$ cat src/hw/rtl/see_pkg.sv
// Shared types and constants of the sprite evaluation engine.
package see_pkg;

    localparam int OAM_SPRITES    = 64;
    localparam int LINE_SLOTS_DEF = 8;
    localparam int OAM_ADDR_W     = 8;
    localparam int DOT_W          = 9;
    localparam int IN_TDATA_W     = 40;
    localparam int OUT_TDATA_W    = 24;

    localparam logic [8:0] CLEAR_LAST_DOT = 9'd64;
    localparam logic [8:0] RESTART_DOT    = 9'd65;
    localparam logic [8:0] LAST_DOT       = 9'd256;
    localparam logic [7:0] FILL_BYTE      = 8'hFF;
    localparam logic [7:0] SHORT_HEIGHT   = 8'd8;
    localparam logic [7:0] TALL_HEIGHT    = 8'd16;
    localparam logic [1:0] OVF_EXTRA      = 2'd3;

    typedef enum logic [2:0] {
        PH_IDLE     = 3'd0,
        PH_RANGE    = 3'd1,
        PH_COPY     = 3'd2,
        PH_OVF_EVAL = 3'd3,
        PH_OVF_COPY = 3'd4
    } phase_t;

    typedef enum logic {
        OP_LOAD = 1'b0,
        OP_TICK = 1'b1
    } op_t;

    typedef enum logic {
        CFG_TALL_SPRITES = 1'b0,
        CFG_OAM_BASE     = 1'b1
    } cfg_index_t;

    typedef struct packed {
        logic       tall_sprites;
        logic [7:0] oam_base;
    } cfg_t;

    typedef struct packed {
        logic       eval_done;
        logic [3:0] slot_count;
        logic       sprite_zero_found;
        logic       overflow_set;
        logic [7:0] sec_data;
        logic [4:0] sec_index;
        logic       sec_write;
    } result_t;

endpackage

$ cat src/hw/rtl/sprite_evaluation_engine.sv
// Sprite evaluation engine top level: stream ports, config registers, submodules.
//
// Evaluates sprites for one scanline, one dot per item. An input item is either a
// load (tuser = 0) that writes one byte of the 256-byte primary OAM, or a dot tick
// (tuser = 1) carrying dot 1..256 and the scanline. Each tick gives exactly one
// result item; loads give none. Dots 1-64 report the clear of secondary OAM to 0xFF,
// dot 65 restarts the search, odd dots read primary OAM at
// (oam_base + sprite*4 + byte) mod 256, and even dots run one search step: range
// check, three-byte copy, overflow scan with its skewed byte increment, or idle.
// Secondary OAM writes are reported on the result channel, not stored here.
// Rate: one item per clock while s_tready is high. A tick's result shows on m_tvalid
// in the cycle after it is accepted. Primary OAM is a single-port-read memory whose
// registered read data serves as the evaluation latch: an odd dot issues the read
// and the following even dot, in the very next cycle or later, uses it. A two-entry
// result buffer decouples the sides; s_tready drops only when both entries hold
// items not yet taken. No clearing pass after reset: primary OAM is undefined until
// loaded. Configuration writes are taken every cycle (cfg_ready is always high) and
// must be issued while the engine is idle.
module sprite_evaluation_engine #(
    parameter int LINE_SLOTS = see_pkg::LINE_SLOTS_DEF
) (
    input  logic                            aclk,
    input  logic                            aresetn,
    // Input item channel
    input  logic                            s_tvalid,
    output logic                            s_tready,
    // s_tdata: oam_index[7:0], oam_byte[15:8], dot[24:16], scanline[32:25], zero[39:33]
    input  logic [see_pkg::IN_TDATA_W-1:0]  s_tdata,
    // s_tuser: op (0 load, 1 dot tick)
    input  logic                            s_tuser,
    // Result channel
    output logic                            m_tvalid,
    input  logic                            m_tready,
    // m_tdata: sec_write[0], sec_index[5:1], sec_data[13:6], overflow_set[14],
    //          sprite_zero_found[15], slot_count[19:16], eval_done[20], zero[23:21]
    output logic [see_pkg::OUT_TDATA_W-1:0] m_tdata,
    // Configuration write channel
    input  logic                            cfg_valid,
    output logic                            cfg_ready,
    input  logic                            cfg_index,
    input  logic [7:0]                      cfg_data
);
    import see_pkg::*;

    logic       tall_sprites_reg;
    logic [7:0] oam_base_reg;
    cfg_t       cfg;

    logic       s_fire;
    logic       tick_fire;
    logic       load_fire;

    logic [7:0] in_oam_index;
    logic [7:0] in_oam_byte;
    logic [8:0] in_dot;
    logic [7:0] in_scanline;

    logic       rd_en;
    logic [7:0] rd_addr;
    logic [7:0] latch_data;
    result_t    result;
    result_t    out_result;

    // Unpack the input item.
    assign in_oam_index = s_tdata[7:0];
    assign in_oam_byte  = s_tdata[15:8];
    assign in_dot       = s_tdata[24:16];
    assign in_scanline  = s_tdata[32:25];

    assign s_fire    = s_tvalid && s_tready;
    assign tick_fire = s_fire && (s_tuser == OP_TICK);
    assign load_fire = s_fire && (s_tuser == OP_LOAD);

    // Configuration registers: accept every cycle; both indexes map to a register.
    assign cfg_ready = 1'b1;

    always_ff @(posedge aclk) begin
        if (!aresetn) begin
            tall_sprites_reg <= 1'b0;
            oam_base_reg     <= 8'd0;
        end else if (cfg_valid && cfg_ready) begin
            unique case (cfg_index_t'(cfg_index))
                CFG_TALL_SPRITES: tall_sprites_reg <= cfg_data[0];
                CFG_OAM_BASE:     oam_base_reg     <= cfg_data;
                default: begin
                end
            endcase
        end
    end

    assign cfg.tall_sprites = tall_sprites_reg;
    assign cfg.oam_base     = oam_base_reg;

    // Primary OAM: loads write, odd dots read into the latch.
    see_oam_ram u_oam_ram (
        .aclk    (aclk),
        .wr_en   (load_fire),
        .wr_addr (in_oam_index),
        .wr_data (in_oam_byte),
        .rd_en   (rd_en),
        .rd_addr (rd_addr),
        .rd_data (latch_data)
    );

    // Evaluation state machine: advance one dot per accepted tick.
    see_eval_fsm #(
        .LINE_SLOTS (LINE_SLOTS)
    ) u_eval_fsm (
        .aclk       (aclk),
        .aresetn    (aresetn),
        .cfg        (cfg),
        .tick_valid (tick_fire),
        .dot        (in_dot),
        .scanline   (in_scanline),
        .latch_data (latch_data),
        .rd_en      (rd_en),
        .rd_addr    (rd_addr),
        .result     (result)
    );

    // Result buffer: hold up to two items while the sink stalls.
    see_out_buf u_out_buf (
        .aclk      (aclk),
        .aresetn   (aresetn),
        .push      (tick_fire),
        .push_data (result),
        .ready     (s_tready),
        .out_valid (m_tvalid),
        .out_ready (m_tready),
        .out_data  (out_result)
    );

    // Pack the result item.
    assign m_tdata = {3'b000,
                      out_result.eval_done,
                      out_result.slot_count,
                      out_result.sprite_zero_found,
                      out_result.overflow_set,
                      out_result.sec_data,
                      out_result.sec_index,
                      out_result.sec_write};

`ifndef SYNTH
    a_load_no_read: assert property (@(posedge aclk) disable iff (!aresetn)
        load_fire |-> !rd_en)
        else $error("OAM read issued on a load item");

    a_read_on_tick: assert property (@(posedge aclk) disable iff (!aresetn)
        rd_en |-> tick_fire && in_dot[0])
        else $error("OAM read without an odd dot tick");

    a_tick_gives_result: assert property (@(posedge aclk) disable iff (!aresetn)
        tick_fire |=> m_tvalid)
        else $error("accepted tick left no result");
`endif

endmodule

$ cat src/hw/rtl/see_oam_ram.sv
// Primary OAM: 256 x 8 synchronous memory, one write and one registered read port.
module see_oam_ram (
    input  logic                           aclk,
    input  logic                           wr_en,
    input  logic [see_pkg::OAM_ADDR_W-1:0] wr_addr,
    input  logic [7:0]                     wr_data,
    input  logic                           rd_en,
    input  logic [see_pkg::OAM_ADDR_W-1:0] rd_addr,
    output logic [7:0]                     rd_data
);
    import see_pkg::*;

    logic [7:0] mem [1 << OAM_ADDR_W];
    logic [7:0] rd_data_reg;

    always_ff @(posedge aclk) begin
        if (wr_en) begin
            mem[wr_addr] <= wr_data;
        end
    end

    // Hold the last read: the data register is the evaluation latch.
    always_ff @(posedge aclk) begin
        if (rd_en) begin
            rd_data_reg <= mem[rd_addr];
        end
    end

    assign rd_data = rd_data_reg;

endmodule

$ cat src/hw/rtl/see_eval_fsm.sv
// Per-dot evaluation state machine: clear, search, copy and overflow scan.
module see_eval_fsm #(
    parameter int LINE_SLOTS = see_pkg::LINE_SLOTS_DEF
) (
    input  logic                           aclk,
    input  logic                           aresetn,
    input  see_pkg::cfg_t                  cfg,
    input  logic                           tick_valid,
    input  logic [see_pkg::DOT_W-1:0]      dot,
    input  logic [7:0]                     scanline,
    input  logic [7:0]                     latch_data,
    output logic                           rd_en,
    output logic [see_pkg::OAM_ADDR_W-1:0] rd_addr,
    output see_pkg::result_t               result
);
    import see_pkg::*;

    phase_t     phase_reg, phase_next;
    logic [6:0] sprite_num_reg, sprite_num_next;
    logic [1:0] byte_num_reg, byte_num_next;
    logic [5:0] write_ptr_reg, write_ptr_next;
    logic [3:0] found_count_reg, found_count_next;
    logic [1:0] extra_reads_reg, extra_reads_next;
    logic       zero_flag_reg, zero_flag_next;

    logic [8:0] dot_m1;
    logic [8:0] line_diff;
    logic [7:0] height;
    logic       on_line;
    logic [6:0] sprite_inc;
    logic [1:0] byte_inc;
    logic [3:0] found_inc;
    logic [1:0] extra_dec;

    assign dot_m1     = dot - 9'd1;
    assign height     = cfg.tall_sprites ? TALL_HEIGHT : SHORT_HEIGHT;
    assign line_diff  = {1'b0, scanline} - {1'b0, latch_data};
    assign on_line    = !line_diff[8] && (line_diff[7:0] < height);
    assign sprite_inc = sprite_num_reg + 7'd1;
    assign byte_inc   = byte_num_reg + 2'd1;
    assign found_inc  = found_count_reg + 4'd1;
    assign extra_dec  = extra_reads_reg - 2'd1;

    always_ff @(posedge aclk) begin
        if (!aresetn) begin
            phase_reg       <= PH_IDLE;
            sprite_num_reg  <= '0;
            byte_num_reg    <= '0;
            write_ptr_reg   <= '0;
            found_count_reg <= '0;
            extra_reads_reg <= '0;
            zero_flag_reg   <= 1'b0;
        end else if (tick_valid) begin
            phase_reg       <= phase_next;
            sprite_num_reg  <= sprite_num_next;
            byte_num_reg    <= byte_num_next;
            write_ptr_reg   <= write_ptr_next;
            found_count_reg <= found_count_next;
            extra_reads_reg <= extra_reads_next;
            zero_flag_reg   <= zero_flag_next;
        end
    end

    always_comb begin
        phase_next       = phase_reg;
        sprite_num_next  = sprite_num_reg;
        byte_num_next    = byte_num_reg;
        write_ptr_next   = write_ptr_reg;
        found_count_next = found_count_reg;
        extra_reads_next = extra_reads_reg;
        zero_flag_next   = zero_flag_reg;
        result           = '0;
        rd_en            = 1'b0;
        rd_addr          = cfg.oam_base + {sprite_num_reg[5:0], 2'b00} + {6'd0, byte_num_reg};

        if (tick_valid && dot != 9'd0 && dot <= CLEAR_LAST_DOT) begin
            // Both dots of a pair fill the same secondary byte.
            result.sec_write = 1'b1;
            result.sec_index = dot_m1[5:1];
            result.sec_data  = FILL_BYTE;
        end else if (tick_valid && dot >= RESTART_DOT && dot <= LAST_DOT) begin
            if (dot[0]) begin
                if (dot == RESTART_DOT) begin
                    phase_next       = PH_RANGE;
                    sprite_num_next  = '0;
                    byte_num_next    = '0;
                    write_ptr_next   = '0;
                    found_count_next = '0;
                    extra_reads_next = '0;
                    zero_flag_next   = 1'b0;
                    rd_addr          = cfg.oam_base;
                end
                rd_en = 1'b1;
            end else begin
                unique case (phase_reg)
                    PH_RANGE: begin
                        result.sec_write = 1'b1;
                        result.sec_index = write_ptr_reg[4:0];
                        result.sec_data  = latch_data;
                        if (on_line) begin
                            if (sprite_num_reg == 7'd0) begin
                                zero_flag_next = 1'b1;
                            end
                            write_ptr_next = write_ptr_reg + 6'd1;
                            byte_num_next  = 2'd1;
                            phase_next     = PH_COPY;
                        end else begin
                            sprite_num_next = sprite_inc;
                            if (sprite_inc >= 7'(OAM_SPRITES)) begin
                                phase_next = PH_IDLE;
                            end
                        end
                    end
                    PH_COPY: begin
                        result.sec_write = 1'b1;
                        result.sec_index = write_ptr_reg[4:0];
                        result.sec_data  = latch_data;
                        write_ptr_next   = write_ptr_reg + 6'd1;
                        byte_num_next    = byte_inc;
                        if (byte_inc == 2'd0) begin
                            found_count_next = found_inc;
                            sprite_num_next  = sprite_inc;
                            if (sprite_inc >= 7'(OAM_SPRITES)) begin
                                phase_next = PH_IDLE;
                            end else if (found_inc >= 4'(LINE_SLOTS)) begin
                                phase_next = PH_OVF_EVAL;
                            end else begin
                                phase_next = PH_RANGE;
                            end
                        end
                    end
                    PH_OVF_EVAL: begin
                        // Advance byte_num on hit and miss alike: the skewed scan.
                        byte_num_next = byte_inc;
                        if (on_line) begin
                            result.overflow_set = 1'b1;
                            extra_reads_next    = OVF_EXTRA;
                            phase_next          = PH_OVF_COPY;
                        end else begin
                            sprite_num_next = sprite_inc;
                            if (sprite_inc >= 7'(OAM_SPRITES)) begin
                                phase_next = PH_IDLE;
                            end
                        end
                    end
                    PH_OVF_COPY: begin
                        byte_num_next    = byte_inc;
                        extra_reads_next = extra_dec;
                        if (extra_dec == 2'd0) begin
                            sprite_num_next = sprite_inc;
                            phase_next      = PH_IDLE;
                        end
                    end
                    default: begin
                    end
                endcase
            end
        end

        result.sprite_zero_found = zero_flag_next;
        result.slot_count        = found_count_next;
        result.eval_done         = (phase_next == PH_IDLE);
    end

`ifndef SYNTH
    a_found_bounded: assert property (@(posedge aclk) disable iff (!aresetn)
        found_count_reg <= 4'(LINE_SLOTS))
        else $error("found count beyond slot count");

    a_ovf_when_full: assert property (@(posedge aclk) disable iff (!aresetn)
        (phase_reg == PH_OVF_EVAL || phase_reg == PH_OVF_COPY)
            |-> found_count_reg == 4'(LINE_SLOTS))
        else $error("overflow scan entered before secondary OAM full");

    a_copy_ptr: assert property (@(posedge aclk) disable iff (!aresetn)
        (phase_reg == PH_COPY)
            |-> write_ptr_reg == ({found_count_reg, 2'b00} + {4'd0, byte_num_reg}))
        else $error("write pointer out of step with copy byte");

    a_sprite_bounded: assert property (@(posedge aclk) disable iff (!aresetn)
        sprite_num_reg <= 7'(OAM_SPRITES))
        else $error("sprite number past end of OAM");
`endif

endmodule

$ cat src/hw/rtl/see_out_buf.sv
// Two-entry result buffer between the evaluation logic and the result channel.
module see_out_buf (
    input  logic             aclk,
    input  logic             aresetn,
    input  logic             push,
    input  see_pkg::result_t push_data,
    output logic             ready,
    output logic             out_valid,
    input  logic             out_ready,
    output see_pkg::result_t out_data
);
    import see_pkg::*;

    result_t    entry_reg [2];
    logic       wr_ptr_reg, wr_ptr_next;
    logic       rd_ptr_reg, rd_ptr_next;
    logic [1:0] count_reg, count_next;
    logic       pop;

    assign ready     = (count_reg != 2'd2);
    assign out_valid = (count_reg != 2'd0);
    assign out_data  = entry_reg[rd_ptr_reg];
    assign pop       = out_valid && out_ready;

    always_comb begin
        wr_ptr_next = push ? !wr_ptr_reg : wr_ptr_reg;
        rd_ptr_next = pop ? !rd_ptr_reg : rd_ptr_reg;
        count_next  = count_reg + {1'b0, push} - {1'b0, pop};
    end

    always_ff @(posedge aclk) begin
        if (!aresetn) begin
            wr_ptr_reg <= 1'b0;
            rd_ptr_reg <= 1'b0;
            count_reg  <= 2'd0;
        end else begin
            wr_ptr_reg <= wr_ptr_next;
            rd_ptr_reg <= rd_ptr_next;
            count_reg  <= count_next;
        end
    end

    always_ff @(posedge aclk) begin
        if (push) begin
            entry_reg[wr_ptr_reg] <= push_data;
        end
    end

`ifndef SYNTH
    a_no_overrun: assert property (@(posedge aclk) disable iff (!aresetn)
        !(push && count_reg == 2'd2))
        else $error("push into full result buffer");

    a_count_ptrs: assert property (@(posedge aclk) disable iff (!aresetn)
        (count_reg == 2'd1) == (wr_ptr_reg != rd_ptr_reg))
        else $error("buffer count disagrees with pointers");

    a_count_range: assert property (@(posedge aclk) disable iff (!aresetn)
        count_reg != 2'd3)
        else $error("buffer count beyond two entries");
`endif

endmodule

$ cat config.mk
export PLATFORM = sky130hd
export DESIGN_NAME = sprite_evaluation_engine
export DESIGN_NICKNAME = d
export VERILOG_FILES = /design/src/hw/rtl/see_pkg.sv /design/src/hw/rtl/sprite_evaluation_engine.sv /design/src/hw/rtl/see_oam_ram.sv /design/src/hw/rtl/see_eval_fsm.sv /design/src/hw/rtl/see_out_buf.sv
export SDC_FILE = /design/constraint.sdc
export NUM_CORES = 2
export LEC_CHECK = 0
export BUFFER_PORTS_ARGS = -buffer_cell sky130_fd_sc_hd__buf_2
export CELL_PAD_IN_SITES_DETAIL_PLACEMENT = 1
export CELL_PAD_IN_SITES_GLOBAL_PLACEMENT = 1
export CORE_MARGIN = 4
export CORE_UTILIZATION = 56
export CTS_CLUSTER_SIZE = 24
export DETAILED_ROUTE_END_ITERATION = 16
export HOLD_SLACK_MARGIN = 0.06
export PLACE_DENSITY_LB_ADDON = 0.2
export SETUP_SLACK_MARGIN = 0.2
export SLEW_MARGIN = 25
export SYNTH_ARGS = -nofsm -noshare
export SYNTH_HDL_FRONTEND = slang
export SYNTH_HIERARCHICAL = 1
export SYNTH_SLANG_ARGS = --single-unit
$ cat constraint.sdc
create_clock -name aclk -period 5.8 [get_ports aclk]
set_input_delay 0.29 -clock aclk [delete_from_list [all_inputs] [get_ports aclk]]
set_output_delay 0.29 -clock aclk [all_outputs]
set_load 0.1 [all_outputs]
== After elaboration in Yosys (flattened, before gate mapping) ==
Memory sizes are Yosys's and may differ from the RTL's. A register that Yosys moved wholly into a read port is not among the register bits.
Cells that the tools add are included.

* Order comparisons: 6
* Bitwise gates (word level): 3
* Add/sub/neg operators: 11
* Reduce and logical (&&, ||, !) cells: 31
* Muxes and demuxes: 63
* $mul: 0
* Shifts and indexed selects: 0
* Divide/modulo/power cells: 0
* Equal/unequal tests: 12

{| class="wikitable"
|+ Operators by type and width
! cell !! count
|-
| $mux 7 || 5
|-
| $mux 8 || 4
|-
| $mux 15 || 2
|-
| $mux 3 || 10
|-
| $mux 14 || 2
|-
| $mux 4 || 6
|-
| $pmux 7 s3 || 1
|-
| $mux 1 || 19
|-
| $mux 6 || 3
|-
| $reduce_and 6->1 || 3
|-
| $mux 2 || 6
|-
| $ne 3x2->1 const B || 4
|-
| $pmux 3 s4 || 1
|-
| $pmux 6 s2 || 1
|-
| $eq 9x7->1 const B || 1
|-
| $ge 9x7->1 const B || 1
|-
| $le 9x7->1 const B || 1
|-
| $le 9x9->1 const B || 1
|-
| $logic_and 1x1->1 || 9
|-
| $reduce_bool 3->1 || 3
|-
| $reduce_bool 9->1 || 1
|-
| $sub 8x8->9 || 1
|-
| $add 8x2->8 || 1
|-
| $add 8x8->8 || 1
|-
| other kinds (30) || 39
|}

* RAM bits: 2,090
* Memories: 2
* Latch bits: 0
* Register bits: 38
* Memory bits (read-only): 0
* Word-level logic and storage cells: 140

{| class="wikitable"
|+ Memory list
! memory !! words !! width !! rd ports !! clocked after Yosys merged registers in !! wr ports !! RTL line !! text
|-
| u_oam_ram.mem || 256 || 8 || 1 || 1 || 1 || see_oam_ram.sv:13 || <nowiki>logic [7:0] mem [1 << OAM_ADDR_W];</nowiki>
|-
| u_out_buf.entry_reg || 2 || 21 || 1 || 1 || 1 || see_out_buf.sv:14 || <nowiki>result_t entry_reg [2];</nowiki>
|}

== Longest topological paths before layout ==
* Depth in word-level cells: 10
* Gate-level depth with buffers: 20
* Mapped depth without buffers: 16

== Hierarchy ==
The synthesis kept the hierarchy.

{| class="wikitable"
|+ Modules (own cells, without submodules)
! module !! cells an instance !! area an instance (sq um) !! instances
|-
| see_oam_ram || 3,733 || 79,636.4 || 1
|-
| see_eval_fsm || 341 || 2,542.4 || 1
|-
| see_out_buf || 88 || 1,757.9 || 1
|-
| sprite_evaluation_engine || 51 || 420.4 || 1
|}

== Least setup slack after synthesis ==
Ideal clock, no wire load.

* Path kind: reg-to-reg
* Start point: register u_out_buf.count_reg[1]
* End point: register u_oam_ram.rd_data_reg[0] (netlist: u_oam_ram/rd_data[0]), read port of u_oam_ram.mem, data pin
* Cell stages (with the launch flop): 16
* Buffers on the path: 3
* Data arrival time: 4.175 ns
* Path slack: 1.356 ns
* Clock period less this slack: 4.444 ns
* Path through: dfxtp_1 -> nand2_1 -> and3_1 -> nor2b_1 -> and4b_1 -> nor3_2 -> clkbuf_1 -> nand2_1 -> o21ai_0 -> buf_2 -> clkbuf_1 -> mux4_2 -> a211oi_1 -> nor3_1 -> nor4_1 -> nor4_2

* Word-level cells in the longest chain between the ends: 7

{| class="wikitable"
|+ Ends and longest elaborated chain
! element !! RTL line !! text
|-
| start, declared || see_out_buf.sv:17 || <nowiki>logic [1:0] count_reg, count_next;</nowiki>
|-
| start signal, assigned || see_out_buf.sv:39 || <nowiki>count_reg <= count_next;</nowiki>
|-
| $ne 2x2->1 * || see_out_buf.sv:20 || <nowiki>assign ready = (count_reg != 2'd2);</nowiki>
|-
| named net s_tready || sprite_evaluation_engine.sv:26 || <nowiki>output logic s_tready,</nowiki>
|-
| $logic_and 1x1->1 * || sprite_evaluation_engine.sv:70 || <nowiki>assign s_fire = s_tvalid && s_tready;</nowiki>
|-
| $logic_and 1x1->1 * || sprite_evaluation_engine.sv:71 || <nowiki>assign tick_fire = s_fire && (s_tuser == OP_TICK);</nowiki>
|-
| named net tick_fire || sprite_evaluation_engine.sv:50 || <nowiki>logic tick_fire;</nowiki>
|-
| $logic_and 1x1->1 (2 in series) || see_eval_fsm.sv:81 || <nowiki>end else if (tick_valid && dot >= RESTART_DOT && dot <= LAST_DOT) begin</nowiki>
|-
| $mux 8 || see_eval_fsm.sv:81 ||
|-
| $mux 8 * || see_eval_fsm.sv:76 || <nowiki>if (tick_valid && dot != 9'd0 && dot <= CLEAR_LAST_DOT) begin</nowiki>
|-
| named net rd_addr[2] || sprite_evaluation_engine.sv:59 || <nowiki>logic [7:0] rd_addr;</nowiki>
|-
| end, declared || see_oam_ram.sv:14 || <nowiki>logic [7:0] rd_data_reg;</nowiki>
|}

The timed path passes the listed nets; every way through them passes the cells marked *.
A chain may end at the register's enable or synchronous reset.

== Final worst setup path ==
* Start point: input s_tdata[18] (netlist bit)
* End point: register u_oam_ram.rd_data_reg[2] (netlist: u_oam_ram/rd_data[2]), read port of u_oam_ram.mem, data pin

* Word-level cells in the longest chain between the ends: 5

{| class="wikitable"
|+ Ends and longest elaborated chain
! element !! RTL line !! text
|-
| start, declared || sprite_evaluation_engine.sv:28 || <nowiki>input logic [see_pkg::IN_TDATA_W-1:0] s_tdata,</nowiki>
|-
| $ge 9x7->1 / $eq 9x7->1 (equally long branches) || see_eval_fsm.sv:81, see_eval_fsm.sv:83 ||
|-
| $logic_and 1x1->1 / $mux 8 (equally long branches) || see_eval_fsm.sv:81, see_eval_fsm.sv:83 ||
|-
| $logic_and 1x1->1 / $mux 8 (equally long branches) || see_eval_fsm.sv:81, see_eval_fsm.sv:82 ||
|-
| $mux 8 || see_eval_fsm.sv:81 ||
|-
| $mux 8 * || see_eval_fsm.sv:76 ||
|-
| named net rd_addr[0] || sprite_evaluation_engine.sv:59 ||
|}

Marks and branches as above.

==> metrics.yaml <==
power_and_ir_drop:
  finalPower_w: 0.0323
  vdd_ir_drop_max_uv: 287
  clkPwrFrac_pct: 40.7
  seq_power_share_pct: 52.8
  p_switching_w: 0.00724
  p_int_w: 0.0251
  p_per_area_nw_per_um2: 341
  pwr-share-comb_pct: 6.6
  p_leak_nw: 28.8
  p_sw_share_pct: 22.4
finish:
  layout_commonest_cell: "edfxtp_1"
  largest_register_ffs: 2048
  layout_common_cells: "2098 x edfxtp_1, 454 x mux4_2, 305 x nor2_1"
  drive_gt1_share_pct: 23.0
  multiInputGateArea_um2: 19100
  regArea_um2: 63800
  final_cells: 6650
  fin_nets: 4525
  area_delta_synth_final_pct: 12.2
  post-route-util_pct: 63.2
  n_fill_cell: 12300
  design_area_um2: 94600
clocking:
  cts_tree: "done"
  htree_levels: 4
  clk_pin_slew_worst_paths_ns: 0.06
  insertion_delay_ns: 0.85
  cts_buffers: 208
  clock_sinks: 2136
  cts-root-buf: "clkbuf_16"
  clk_path_buf_depth: 3
routing:
  avgRoutedWirePerCell_um: 34.0
  drt_iter0_markers: 5140
  drcViolationCount: 0
  vias: 44200
  avgViaCountPerCell: 6.65
  drt_pre_antenna_iters: 7
  ant_nets: 0
  wl_mm: 226
placement:
  port_buffers: 70
  postPlaceCellArea_um2: 87400
  dp_hpwl_mm: 139
  place_congestion: 0.837
  place_inst: 6202
yosys:
  yosys_warnings: 6
  synth-main-ff-cell: "edfxtp_1"
  ys_seq_elements: 2136
  postSynthCellCount: 4213
  avgSynthCellArea_um2: 20.0
  synthArstFlopShare_pct: 0
  synth.distinct_cells: 91
  synth_edf_count: 2098
  yosysSeqAreaShare_pct: 75.6
  syn_area_um2: 84400
sta:
  min_period_ns: 5.41
  worst_pin_slew_ns: 1.08
  fmax_ghz: 0.185
  rsz0062_at_grt: "false"
  maxSlewViolCount: 0
  setup_viol: 0
  final-hold-violation-count: 0
  slew_headroom_pct: 27.6
  skew_ns: 0.0443
  finalCritPeriodShare_pct: 93.3
floorplanning:
  ioPinCount: 82
  fp.dieArea_um2: 157000
  die-width_um: 396
  start_util_pct: 56.3
  die_y_um: 396
  coreArea_um2: 150000
  rows: 142
worst_setup_path:
  reg2reg_to: "u_oam_ram/rd_data[2]"
  crit_fanout: 77
  rr_worst_depth: 16
  regToRegStartpoint: "u_out_buf/count_reg[0]"
  cp_top_family: "simple AND/OR/NAND/NOR gates"
  crit_chain: "dlygate4sd3_1 > buf_2 > or3_4 > or3_1 > and4b_4 > nor3_2 > buf_4 > mux2_8 > buf_12 > mux4_2 > nor2b_1 > a211oi_1 > nor2_1 > nor4_2 > buf_4 > nor4_2"
  crit_slowest_cell: "mux4_2"
  reg2reg_slack_ns: 0.41
  start_kind: "primary input"
  crit_path_end_kind: "register"
  worst-path-buf-inv: 5
  critPathKind: "primary input to register"
  cp_data_arrival_time_ns: 5.99
  critPathRequiredTime_ns: 6.38
  slowest_delay_ns: 0.59
grt:
  grt_antenna_before_repair: 7
  grt_pass1_vias: 45900
  grt_overflow_total: 0
  grt_max_degree: 216
  track_usage_pct: 29.0
  grt_pass1_wl_mm: 329
worst_hold_path:
  hold_end: "u_oam_ram/mem[175][3]"
  min-delay-start: "s_tdata[11]"
  worstHoldPathCells: 1
  min_path_type: "primary input to register"
run_status:
  run_status: "finished, final reports clean"
job:
  maxCapViolCount: 0
## area by class of cell
cell class / instances / area share (%)
sequential: 2136 / 67.4
multi-input combinational: 1790 / 20.2
clock buffer: 254 / 5.76
tap: 2016 / 2.67
timing repair buffer: 277 / 2.62
clock inverter: 136 / 1.26
inverter: 31 / 0.123
antenna: 10 / 0.0264
## per-layer routing
| metal | vias to the layer above | track usage, % | part of all wire (%) | routed length (um) |
|---|---|---|---|---|
| li1 | 18000 | - | - | - |
| met1 | 23600 | 40.9 | 38 | 86800 |
| met2 | 2269 | 46.2 | 49 | 110000 |
| met3 | 419 | 5.84 | 9.3 | 21000 |
| met4 | 0 | 9.93 | 3.7 | 8270 |
| met5 | - | 0 | 0 | 0 |
## stage by stage
stage | setup WS, ns | hold slack (ns) | setup TNS, ns
after floorplan | 1.36 | 0.389 | 0
after global placement | -0.413 | 0.460 | -0.798
after detailed placement | -0.275 | 0.477 | -0.501
after CTS | 0.259 | 0.104 | 0
after global routing | 0.211 | 0.132 | 0
final | 0.388 | 0.120 | 0
## timing repair
action / in CTS / in global routing
endpoints found under the hold margin: 288 / 0
gates resized for setup: 3 / 5
setup buffers: 0 / 7
hold buffers: 38 / 0
setup endpoints to repair: 3 / 6
pin swaps: 0 / 3
cloned: 0 / 1
## power by group through the flow
stage,combinational (W),sequential [W],clock [W]
finish,0.00212,0.0170,0.0131
floorplan,0.00131,0.0173,0
CTS,0.00210,0.0170,0.0133
detailed placement,0.00207,0.0174,0
global placement,0.00202,0.0174,0
global route,0.00222,0.0170,0.0141
## synthesized netlist by cell type, drive strengths merged (32+ instances only)
cell type	n	area, um^2
dfxtp	38	761
mux4	456	10300
buf	137	1140
nor2	312	1170
mux2i	144	1440
clkbuf	122	458
nor3	32	165
o21ai	38	190
a21oi	125	629
nand2	76	285
o221ai	49	442
nor2b	37	234
a22oi	133	998
nand3	45	230
edfxtp	2098	63000
## cell families (layout without fill, tap and decap cells)
family / after synthesis / in the layout / synth area share, %
flip-flops: 2136 / 2136 / 75.6
multiplexers: 624 / 625 / 14.2
AND/OR/NAND/NOR: 622 / 622 / 3.45
AO/OA/AOI/OAI: 493 / 493 / 4.10
buffers and inverters: 290 / 698 / 2.03
adder cells (fa/ha/maj): 26 / 26 / 0.395
XOR/XNOR: 20 / 20 / 0.224
other: 2 / 14 / 0.00890
## how the worst max path moves through the flow
stage                     depth (start not counted)  slack, ns              endpoint              startpoint
after floorplan                                  15       1.36  u_oam_ram/rd_data[0]  u_out_buf/count_reg[1]
after global placement                           16      -0.41  u_oam_ram/rd_data[6]             s_tdata[18]
after detailed placement                         16      -0.28  u_oam_ram/rd_data[2]             s_tdata[18]
after CTS                                        17       0.26  u_oam_ram/rd_data[2]  u_out_buf/count_reg[0]
after global routing                             17       0.21  u_oam_ram/rd_data[2]  u_out_buf/count_reg[0]
final                                            16       0.39  u_oam_ram/rd_data[2]             s_tdata[18]
Power figures use the tool's default switching activity.
